==> config.mk <==
export PLATFORM = sky130hd
export DESIGN_NAME = sha256_hash_engine_unit
export DESIGN_NICKNAME = d
export VERILOG_FILES = /design/src/hw/rtl/sha256_pkg.sv /design/src/hw/rtl/sha256_dpath.sv /design/src/hw/rtl/sha256_ctrl.sv /design/src/hw/rtl/sha256_hash_engine_unit.sv
export SDC_FILE = /design/constraint.sdc
export NUM_CORES = 2
export LEC_CHECK = 0
export BUFFER_PORTS_ARGS = -buffer_cell sky130_fd_sc_hd__buf_2
export CAP_MARGIN = 20
export CORE_MARGIN = 2
export CORE_UTILIZATION = 30
export DETAILED_ROUTE_END_ITERATION = 6
export GPL_TIMING_DRIVEN = 0
export PLACE_DENSITY_LB_ADDON = 0.3
export SETUP_SLACK_MARGIN = 0.5
export SLEW_MARGIN = 40
export SYNTH_ARGS = -nofsm -noshare
export SYNTH_HDL_FRONTEND = slang
export SYNTH_SLANG_ARGS = --single-unit
==> constraint.sdc <==
create_clock -name clk_i -period 12.8 [get_ports clk_i]
set_clock_uncertainty 0.05 [all_clocks]
set_input_delay 1.28 -clock clk_i [delete_from_list [all_inputs] [get_ports clk_i]]
set_output_delay 1.28 -clock clk_i [all_outputs]
set_load 0.01 [all_outputs]
==> src/hw/rtl/sha256_pkg.sv <==
// shared types and constants of the sha-256 hash engine
// round constants, initial hash values, word select codes, command struct
// depends on nothing
package sha256_pkg;

  localparam int unsigned WordW   = 32;
  localparam int unsigned Rounds  = 64;
  localparam int unsigned RoundW  = 6;
  localparam int unsigned BlkW    = 4;
  localparam int unsigned DigW    = 3;
  localparam int unsigned CountW  = 3;
  localparam int unsigned LenW    = 64;

  localparam logic [WordW-1:0] RoundK [Rounds] = '{
    32'h428a2f98, 32'h71374491, 32'hb5c0fbcf, 32'he9b5dba5,
    32'h3956c25b, 32'h59f111f1, 32'h923f82a4, 32'hab1c5ed5,
    32'hd807aa98, 32'h12835b01, 32'h243185be, 32'h550c7dc3,
    32'h72be5d74, 32'h80deb1fe, 32'h9bdc06a7, 32'hc19bf174,
    32'he49b69c1, 32'hefbe4786, 32'h0fc19dc6, 32'h240ca1cc,
    32'h2de92c6f, 32'h4a7484aa, 32'h5cb0a9dc, 32'h76f988da,
    32'h983e5152, 32'ha831c66d, 32'hb00327c8, 32'hbf597fc7,
    32'hc6e00bf3, 32'hd5a79147, 32'h06ca6351, 32'h14292967,
    32'h27b70a85, 32'h2e1b2138, 32'h4d2c6dfc, 32'h53380d13,
    32'h650a7354, 32'h766a0abb, 32'h81c2c92e, 32'h92722c85,
    32'ha2bfe8a1, 32'ha81a664b, 32'hc24b8b70, 32'hc76c51a3,
    32'hd192e819, 32'hd6990624, 32'hf40e3585, 32'h106aa070,
    32'h19a4c116, 32'h1e376c08, 32'h2748774c, 32'h34b0bcb5,
    32'h391c0cb3, 32'h4ed8aa4a, 32'h5b9cca4f, 32'h682e6ff3,
    32'h748f82ee, 32'h78a5636f, 32'h84c87814, 32'h8cc70208,
    32'h90befffa, 32'ha4506ceb, 32'hbef9a3f7, 32'hc67178f2
  };

  localparam logic [WordW-1:0] InitH [8] = '{
    32'h6a09e667, 32'hbb67ae85, 32'h3c6ef372, 32'ha54ff53a,
    32'h510e527f, 32'h9b05688c, 32'h1f83d9ab, 32'h5be0cd19
  };

  localparam logic [WordW-1:0] PadMark = 32'h8000_0000;

  typedef enum logic [2:0] {
    SEL_INPUT,
    SEL_MARK,
    SEL_ZERO,
    SEL_LEN_HI,
    SEL_LEN_LO
  } push_sel_e;

  typedef struct packed {
    logic            push;
    push_sel_e       push_sel;
    logic            accept;
    logic            init;
    logic            round;
    logic            update;
    logic            finish;
    logic [RoundW-1:0] rnd;
    logic [DigW-1:0]   out_idx;
  } cmd_t;

endpackage

==> src/hw/rtl/sha256_dpath.sv <==
// datapath of the sha-256 hash engine: schedule window, round logic,
// chain value and bit length; driven by sha256_ctrl commands
// depends on sha256_pkg
module sha256_dpath (
  input  logic                                clk_i,
  input  logic                                rst_ni,
  input  sha256_pkg::cmd_t                    cmd_i,
  input  logic [sha256_pkg::WordW-1:0]        data_word_i,
  input  logic [sha256_pkg::CountW-1:0]       byte_count_i,
  input  logic                                last_word_i,
  output logic [sha256_pkg::WordW-1:0]        digest_word_o
);

  typedef logic [sha256_pkg::WordW-1:0] word_t;

  function automatic word_t bsig0(input word_t x);
    return {x[1:0], x[31:2]} ^ {x[12:0], x[31:13]} ^ {x[21:0], x[31:22]};
  endfunction

  function automatic word_t bsig1(input word_t x);
    return {x[5:0], x[31:6]} ^ {x[10:0], x[31:11]} ^ {x[24:0], x[31:25]};
  endfunction

  function automatic word_t ssig0(input word_t x);
    return {x[6:0], x[31:7]} ^ {x[17:0], x[31:18]} ^ {3'b000, x[31:3]};
  endfunction

  function automatic word_t ssig1(input word_t x);
    return {x[16:0], x[31:17]} ^ {x[18:0], x[31:19]} ^ {10'b0, x[31:10]};
  endfunction

  word_t win_q [16];
  word_t win_d [16];
  word_t var_q [8];
  word_t var_d [8];
  word_t chain_q [8];
  word_t chain_d [8];
  logic [sha256_pkg::LenW-1:0] bits_q, bits_d;

  word_t in_word;
  word_t push_word;
  word_t sched_next;
  word_t t1, t2;
  logic [sha256_pkg::LenW-1:0] bits_inc;

  // final word: keep valid bytes, append the pad byte when fewer than four are valid
  always_comb begin
    if (!last_word_i || byte_count_i[2]) begin
      in_word = data_word_i;
    end else begin
      case (byte_count_i[1:0])
        2'd0:    in_word = sha256_pkg::PadMark;
        2'd1:    in_word = {data_word_i[31:24], 24'h80_0000};
        2'd2:    in_word = {data_word_i[31:16], 16'h8000};
        2'd3:    in_word = {data_word_i[31:8], 8'h80};
        default: in_word = sha256_pkg::PadMark;
      endcase
    end
  end

  always_comb begin
    if (!last_word_i || byte_count_i[2]) begin
      bits_inc = sha256_pkg::LenW'(32);
    end else begin
      bits_inc = {{(sha256_pkg::LenW-5){1'b0}}, byte_count_i[1:0], 3'b000};
    end
  end

  always_comb begin
    case (cmd_i.push_sel)
      sha256_pkg::SEL_INPUT:  push_word = in_word;
      sha256_pkg::SEL_MARK:   push_word = sha256_pkg::PadMark;
      sha256_pkg::SEL_ZERO:   push_word = '0;
      sha256_pkg::SEL_LEN_HI: push_word = bits_q[63:32];
      sha256_pkg::SEL_LEN_LO: push_word = bits_q[31:0];
      default:                push_word = '0;
    endcase
  end

  assign sched_next = ssig1(win_q[14]) + win_q[9] + ssig0(win_q[1]) + win_q[0];

  assign t1 = var_q[7] + bsig1(var_q[4])
            + ((var_q[4] & var_q[5]) ^ (~var_q[4] & var_q[6]))
            + sha256_pkg::RoundK[cmd_i.rnd] + win_q[0];
  assign t2 = bsig0(var_q[0])
            + ((var_q[0] & var_q[1]) ^ (var_q[0] & var_q[2]) ^ (var_q[1] & var_q[2]));

  always_comb begin
    for (int i = 0; i < 16; i++) begin
      win_d[i] = win_q[i];
    end
    if (cmd_i.push || cmd_i.round) begin
      for (int i = 0; i < 15; i++) begin
        win_d[i] = win_q[i+1];
      end
      win_d[15] = cmd_i.push ? push_word : sched_next;
    end
  end

  always_comb begin
    for (int i = 0; i < 8; i++) begin
      var_d[i] = var_q[i];
    end
    if (cmd_i.init) begin
      for (int i = 0; i < 8; i++) begin
        var_d[i] = chain_q[i];
      end
    end else if (cmd_i.round) begin
      var_d[0] = t1 + t2;
      var_d[1] = var_q[0];
      var_d[2] = var_q[1];
      var_d[3] = var_q[2];
      var_d[4] = var_q[3] + t1;
      var_d[5] = var_q[4];
      var_d[6] = var_q[5];
      var_d[7] = var_q[6];
    end
  end

  always_comb begin
    for (int i = 0; i < 8; i++) begin
      chain_d[i] = chain_q[i];
    end
    if (cmd_i.finish) begin
      for (int i = 0; i < 8; i++) begin
        chain_d[i] = sha256_pkg::InitH[i];
      end
    end else if (cmd_i.update) begin
      for (int i = 0; i < 8; i++) begin
        chain_d[i] = chain_q[i] + var_q[i];
      end
    end
  end

  always_comb begin
    bits_d = bits_q;
    if (cmd_i.finish) begin
      bits_d = '0;
    end else if (cmd_i.accept) begin
      bits_d = bits_q + bits_inc;
    end
  end

  always_ff @(posedge clk_i) begin
    win_q <= win_d;
    var_q <= var_d;
  end

  always_ff @(posedge clk_i or negedge rst_ni) begin
    if (!rst_ni) begin
      chain_q <= sha256_pkg::InitH;
      bits_q  <= '0;
    end else begin
      chain_q <= chain_d;
      bits_q  <= bits_d;
    end
  end

  assign digest_word_o = chain_q[cmd_i.out_idx];

endmodule

==> src/hw/rtl/sha256_ctrl.sv <==
// controller of the sha-256 hash engine: input handshake, padding
// sequence, round sequencing and digest output
// depends on sha256_pkg
module sha256_ctrl (
  input  logic                              clk_i,
  input  logic                              rst_ni,
  input  logic                              in_valid_i,
  output logic                              in_ready_o,
  input  logic [sha256_pkg::CountW-1:0]     byte_count_i,
  input  logic                              last_word_i,
  output logic                              out_valid_o,
  input  logic                              out_ready_i,
  output logic [sha256_pkg::DigW-1:0]       word_index_o,
  output logic                              last_result_o,
  output sha256_pkg::cmd_t                  cmd_o
);

  localparam logic [2:0] ST_IDLE   = 3'd0;
  localparam logic [2:0] ST_PAD    = 3'd1;
  localparam logic [2:0] ST_INIT   = 3'd2;
  localparam logic [2:0] ST_ROUND  = 3'd3;
  localparam logic [2:0] ST_UPDATE = 3'd4;
  localparam logic [2:0] ST_OUT    = 3'd5;

  localparam logic [sha256_pkg::BlkW-1:0]   PosLast   = '1;
  localparam logic [sha256_pkg::BlkW-1:0]   PosLenHi  = PosLast - 1'b1;
  localparam logic [sha256_pkg::RoundW-1:0] RoundLast = '1;
  localparam logic [sha256_pkg::DigW-1:0]   IdxLast   = '1;

  logic [2:0]                      state_q, state_d;
  logic [sha256_pkg::BlkW-1:0]     pos_q, pos_d;
  logic [sha256_pkg::RoundW-1:0]   rnd_q, rnd_d;
  logic [sha256_pkg::DigW-1:0]     idx_q, idx_d;
  logic                            mark_q, mark_d;
  logic                            pad_q, pad_d;
  logic                            len_q, len_d;

  always_comb begin
    state_d = state_q;
    pos_d   = pos_q;
    rnd_d   = rnd_q;
    idx_d   = idx_q;
    mark_d  = mark_q;
    pad_d   = pad_q;
    len_d   = len_q;

    in_ready_o  = 1'b0;
    out_valid_o = 1'b0;

    cmd_o          = '0;
    cmd_o.push_sel = sha256_pkg::SEL_INPUT;
    cmd_o.rnd      = rnd_q;
    cmd_o.out_idx  = idx_q;

    case (state_q)
      ST_IDLE: begin
        in_ready_o = 1'b1;
        if (in_valid_i) begin
          cmd_o.push   = 1'b1;
          cmd_o.accept = 1'b1;
          pos_d        = pos_q + 1'b1;
          mark_d       = last_word_i & byte_count_i[2];
          pad_d        = last_word_i;
          if (pos_q == PosLast) begin
            state_d = ST_INIT;
          end else if (last_word_i) begin
            state_d = ST_PAD;
          end
        end
      end
      ST_PAD: begin
        cmd_o.push = 1'b1;
        pos_d      = pos_q + 1'b1;
        if (mark_q) begin
          cmd_o.push_sel = sha256_pkg::SEL_MARK;
          mark_d         = 1'b0;
        end else if (pos_q == PosLenHi) begin
          cmd_o.push_sel = sha256_pkg::SEL_LEN_HI;
          len_d          = 1'b1;
        end else if (pos_q == PosLast && len_q) begin
          cmd_o.push_sel = sha256_pkg::SEL_LEN_LO;
        end else begin
          cmd_o.push_sel = sha256_pkg::SEL_ZERO;
        end
        if (pos_q == PosLast) begin
          state_d = ST_INIT;
        end
      end
      ST_INIT: begin
        cmd_o.init = 1'b1;
        rnd_d      = '0;
        state_d    = ST_ROUND;
      end
      ST_ROUND: begin
        cmd_o.round = 1'b1;
        rnd_d       = rnd_q + 1'b1;
        if (rnd_q == RoundLast) begin
          state_d = ST_UPDATE;
        end
      end
      ST_UPDATE: begin
        cmd_o.update = 1'b1;
        if (len_q) begin
          idx_d   = '0;
          state_d = ST_OUT;
        end else if (pad_q) begin
          state_d = ST_PAD;
        end else begin
          state_d = ST_IDLE;
        end
      end
      ST_OUT: begin
        out_valid_o = 1'b1;
        if (out_ready_i) begin
          idx_d = idx_q + 1'b1;
          if (idx_q == IdxLast) begin
            cmd_o.finish = 1'b1;
            pos_d        = '0;
            pad_d        = 1'b0;
            len_d        = 1'b0;
            mark_d       = 1'b0;
            state_d      = ST_IDLE;
          end
        end
      end
      default: begin
        state_d = ST_IDLE;
      end
    endcase
  end

  assign word_index_o  = idx_q;
  assign last_result_o = (idx_q == IdxLast);

  always_ff @(posedge clk_i or negedge rst_ni) begin
    if (!rst_ni) begin
      state_q <= ST_IDLE;
      pos_q   <= '0;
      rnd_q   <= '0;
      idx_q   <= '0;
      mark_q  <= 1'b0;
      pad_q   <= 1'b0;
      len_q   <= 1'b0;
    end else begin
      state_q <= state_d;
      pos_q   <= pos_d;
      rnd_q   <= rnd_d;
      idx_q   <= idx_d;
      mark_q  <= mark_d;
      pad_q   <= pad_d;
      len_q   <= len_d;
    end
  end

endmodule

==> src/hw/rtl/sha256_hash_engine_unit.sv <==
// top level of the sha-256 hash engine: controller plus datapath
// depends on sha256_pkg, sha256_ctrl, sha256_dpath
//
// Takes a byte message as big-endian 32-bit words and returns the eight
// SHA-256 digest words, index 0 first, after the word marked last. One item
// is accepted per cycle until 16 words fill a block; the block is then
// compressed (load, 64 rounds at one round per cycle, chain update) and no
// item is accepted meanwhile. After the last word the engine pushes the
// padding and length words at one per cycle, pausing while a filled block
// is compressed (up to 15 words, or up to 18 when a second block is needed),
// runs one or two compressions and then presents the digest, one word per
// cycle while the consumer is ready.
module sha256_hash_engine_unit (
  input  logic                              clk_i,
  input  logic                              rst_ni,
  input  logic                              in_valid_i,
  output logic                              in_ready_o,
  input  logic [sha256_pkg::WordW-1:0]      data_word_i,
  input  logic [sha256_pkg::CountW-1:0]     byte_count_i,
  input  logic                              last_word_i,
  output logic                              out_valid_o,
  input  logic                              out_ready_i,
  output logic [sha256_pkg::WordW-1:0]      digest_word_o,
  output logic [sha256_pkg::DigW-1:0]       word_index_o,
  output logic                              last_result_o
);

  sha256_pkg::cmd_t cmd;

  sha256_ctrl u_ctrl (
    .clk_i         (clk_i),
    .rst_ni        (rst_ni),
    .in_valid_i    (in_valid_i),
    .in_ready_o    (in_ready_o),
    .byte_count_i  (byte_count_i),
    .last_word_i   (last_word_i),
    .out_valid_o   (out_valid_o),
    .out_ready_i   (out_ready_i),
    .word_index_o  (word_index_o),
    .last_result_o (last_result_o),
    .cmd_o         (cmd)
  );

  sha256_dpath u_dpath (
    .clk_i         (clk_i),
    .rst_ni        (rst_ni),
    .cmd_i         (cmd),
    .data_word_i   (data_word_i),
    .byte_count_i  (byte_count_i),
    .last_word_i   (last_word_i),
    .digest_word_o (digest_word_o)
  );

endmodule
==> results.yml <==
timing:
  max-slew-margin-rel: 0.3558
  tightest_slew_ps: 966.3
  fmax_mhz: 85.29
  final_max_slew_viol_count: 0
  fin_crit_sh: 0.9160
  fin_crit_ps: 11720
  rsz0062_at_grt: "no"
  setup_viol: 0
  setup_tns_ps: 0
  hold-worst-slack_ps: 333.0
  hold_viol: 0
clock_network:
  cts_root_buf: "clkbuf_16"
  cts-buffers-inserted: 134
  cts_sinks: 1104
  htreeDepth: 4
  clockBufferDepth: 3
  cts_tree: "done"
  clk_latency_ps: 800
  cts_hold_buf: 0
  postCtsSetupRepairBufs: 0
  clk_pin_slew_worst_paths_ps: 60
critical_path:
  path_max_fanout: 15
  r2r-start: "u_ctrl.rnd_q[0]"
  max_stage_delay_ps: 680
  arrival_ps: 12300
  required_ps: 13380
  cp-end-kind: "flop"
  start_kind: "flop"
  cp_slowest_cell: "clkinv_1"
  r2r_setup_slack_ps: 1080
  critPathKind: "flop to flop"
  startpoint: "u_ctrl.rnd_q[0]"
logic_synthesis:
  ys_seq_area_frac: 0.4560
  synthXorXnorAreaFrac: 0.07778
  synth_warnings: 0
  synth_nets: 7270
  synthFlopType: "edfxtp_1"
  synth_fa_ha_area_frac: 0.1326
  ys_ff_latch: 1104
  synth_mux_area_frac: 0.03313
  synth_edf_count: 768
  synth_cells: 6633
  synth_compound_area_frac: 0.1433
  yosys.cell_types.count: 92
  synth_top_family_by_area: "compound AO/OA/AOI/OAI gates"
  synth.avg_cell_area_sq_um: 10.46
  syn-cell-area_sq_um: 69380
  synth-simple-area-share: 0.1229
  synth_async_sr_flop_share: 0.3043
power_and_ir_drop:
  peakVddDrop_mv: 0.1264
  p_leak_nw: 32.15
  powerDensity_nw_per_um2: 98.50
grt:
  grt_pass1_vias: 53740
  antenna_found_initial: 7
  overflow: 0
  grt_usage: 0.2365
  grt_pass1_wl_mm: 399.8
  grt_max_degree: 83
drt:
  drc_errors: 2
  drtAntennaViolNets: 0
  wl_per_cell_um: 28.39
  routed_wl_mm: 284.4
  firstDrtPassIters: 7
  vias_per_cell: 5.546
  drt-initial-drc-count: 7007
  vias: 55567
final_layout:
  drive_above_1_share: 0.1047
  nets: 7518
  finish.utilization: 0.3446
  finalInstanceArea_sq_um: 79230
  syn_to_final_growth_pct: 14.19
floorplan:
  die_y_um: 484.9
  fp.coreArea_sq_um: 229900
  io_pins: 78
  dieArea_sq_um: 235100
  chipWidth_um: 484.9
  row_count: 176
  start_util: 0.3018
place:
  dpl.hpwl_mm: 219.3
  gp_congestion: 0.9856
  placedInstanceArea_sq_um: 74670
  port_buffers: 77
outcome:
  status: "finished with violations"
  violations: "DRC"
job:
  maxCapViolCount: 0
hold_path:
  hold_class: "input pin to async pin"
-- worst max-delay path: cells and delay by family, from the launching register on --
kind | cells | cell delay [ps]
flops | 1 | 560
simple gates | 9 | 1910
buf+inv | 5 | 1280
fa+ha+maj | 8 | 3650
compound gates | 13 | 3240
xor+xnor | 2 | 830
-- synthesized netlist by cell type (196+ instances only) --
| library cell | count | share of area |
|---|---|---|
| nand2_1 | 916 | 0.050 |
| fa_1 | 196 | 0.057 |
| dfrtp_1 | 200 | 0.072 |
| inv_1 | 321 | 0.017 |
| ha_1 | 401 | 0.072 |
| xnor2_1 | 383 | 0.048 |
| o21ai_0 | 431 | 0.031 |
| edfxtp_1 | 768 | 0.33 |
| xor2_1 | 228 | 0.029 |
| clkbuf_1 | 262 | 0.014 |
| nor2_1 | 400 | 0.022 |
| a21oi_1 | 482 | 0.035 |
-- what timing repair did --
action | in CTS | in global routing
resized for setup | 1 | 3
endpoints found under the setup margin | 2 | 6
cloned | 0 | 0
-- per-stage QoR --
| step | power [mW] | worst slack [ps] | std cells |
|---|---|---|---|
| global placement | 3.908 | -1092 | 9736 |
| finish | 7.804 | 1076 | 10020 |
| CTS | 7.871 | 838.3 | 10016 |
| detailed placement | 3.915 | 514.3 | 9769 |
| global route | 8.014 | 608.9 | 10019 |
| floorplan | 3.867 | 4117 | 6633 |
-- area by class of cell --
cell class / instances / area [sq um]
clock inverter: 79 / 884.6
sequential: 1104 / 31640
inverter: 325 / 1226
buffer: 303 / 1281
timing repair buffer: 112 / 1244
antenna: 2 / 5.005
fill: 23176 / 150700
tap: 3026 / 3786
clock buffer: 168 / 3625
multi-input combinational: 4901 / 35540
-- per-layer routing --
| layer | vias to the layer above | track usage | wire [um] |
|---|---|---|---|
| met5 | - | 0 | 38 |
| li1 | 24305 | - | - |
| met1 | 28166 | 0.3199 | 120500 |
| met2 | 2560 | 0.3602 | 124700 |
| met4 | 4 | 0.1149 | 15730 |
| met3 | 532 | 0.04783 | 23470 |
-- report_power, final --
group          leakage [nW]  switching (mW)  internal, mW
clock                  2.18            1.66          2.30
combinational          18.1          0.0405        0.0144
sequential             11.8               0          3.79
total                  32.2            1.71          6.10
-- sequential cells by signal, summed over array words and instances (netlist names) --
| register | cells |
|---|---|
| u_ctrl.len_q | 1 |
| u_ctrl.mark_q | 1 |
| u_ctrl.pad_q | 1 |
| u_ctrl.pos_q | 4 |
| u_ctrl.rnd_q | 6 |
| u_ctrl.state_q | 3 |
| u_ctrl.word_index_o | 3 |
| u_dpath.bits_q | 61 |
| u_dpath.chain_q | 256 |
| u_dpath.var_q | 256 |
| u_dpath.win_q | 512 |
-- layout by cell type (no fill, tap or decap), drive strengths merged, types with 200 or more instances in the layout --
master  instances
o21ai         432
inv           330
a21oi         482
clkbuf        431
nor2          400
xnor2         383
nand2         916
xor2          228
ha            401
edfxtp        768
dfrtp         200
-- path summary, 6_finish.rpt --
kind | endpoint | cells past startpoint
min | u_dpath.chain_q[215] | 1
max | u_dpath.var_q[255] | 37
min reg2reg | u_dpath.win_q[271] | 0
min in group clk_i | u_dpath.win_q[271] | 0
max reg2reg | u_dpath.var_q[255] | 37
max in group asynchronous | u_dpath.bits_q[39] | 5
-- cells by family (layout without fill, tap and decap cells) --
logic type / Yosys count / count (layout)
buffers and inverters: 628 / 987
adder cells (fa/ha/maj): 623 / 623
XOR/XNOR: 613 / 613
multiplexers: 140 / 140
AND/OR/NAND/NOR: 1932 / 1932
other: 0 / 2
flip-flops: 1104 / 1104
AO/OA/AOI/OAI: 1593 / 1593
Power figures use the tool's default switching activity.
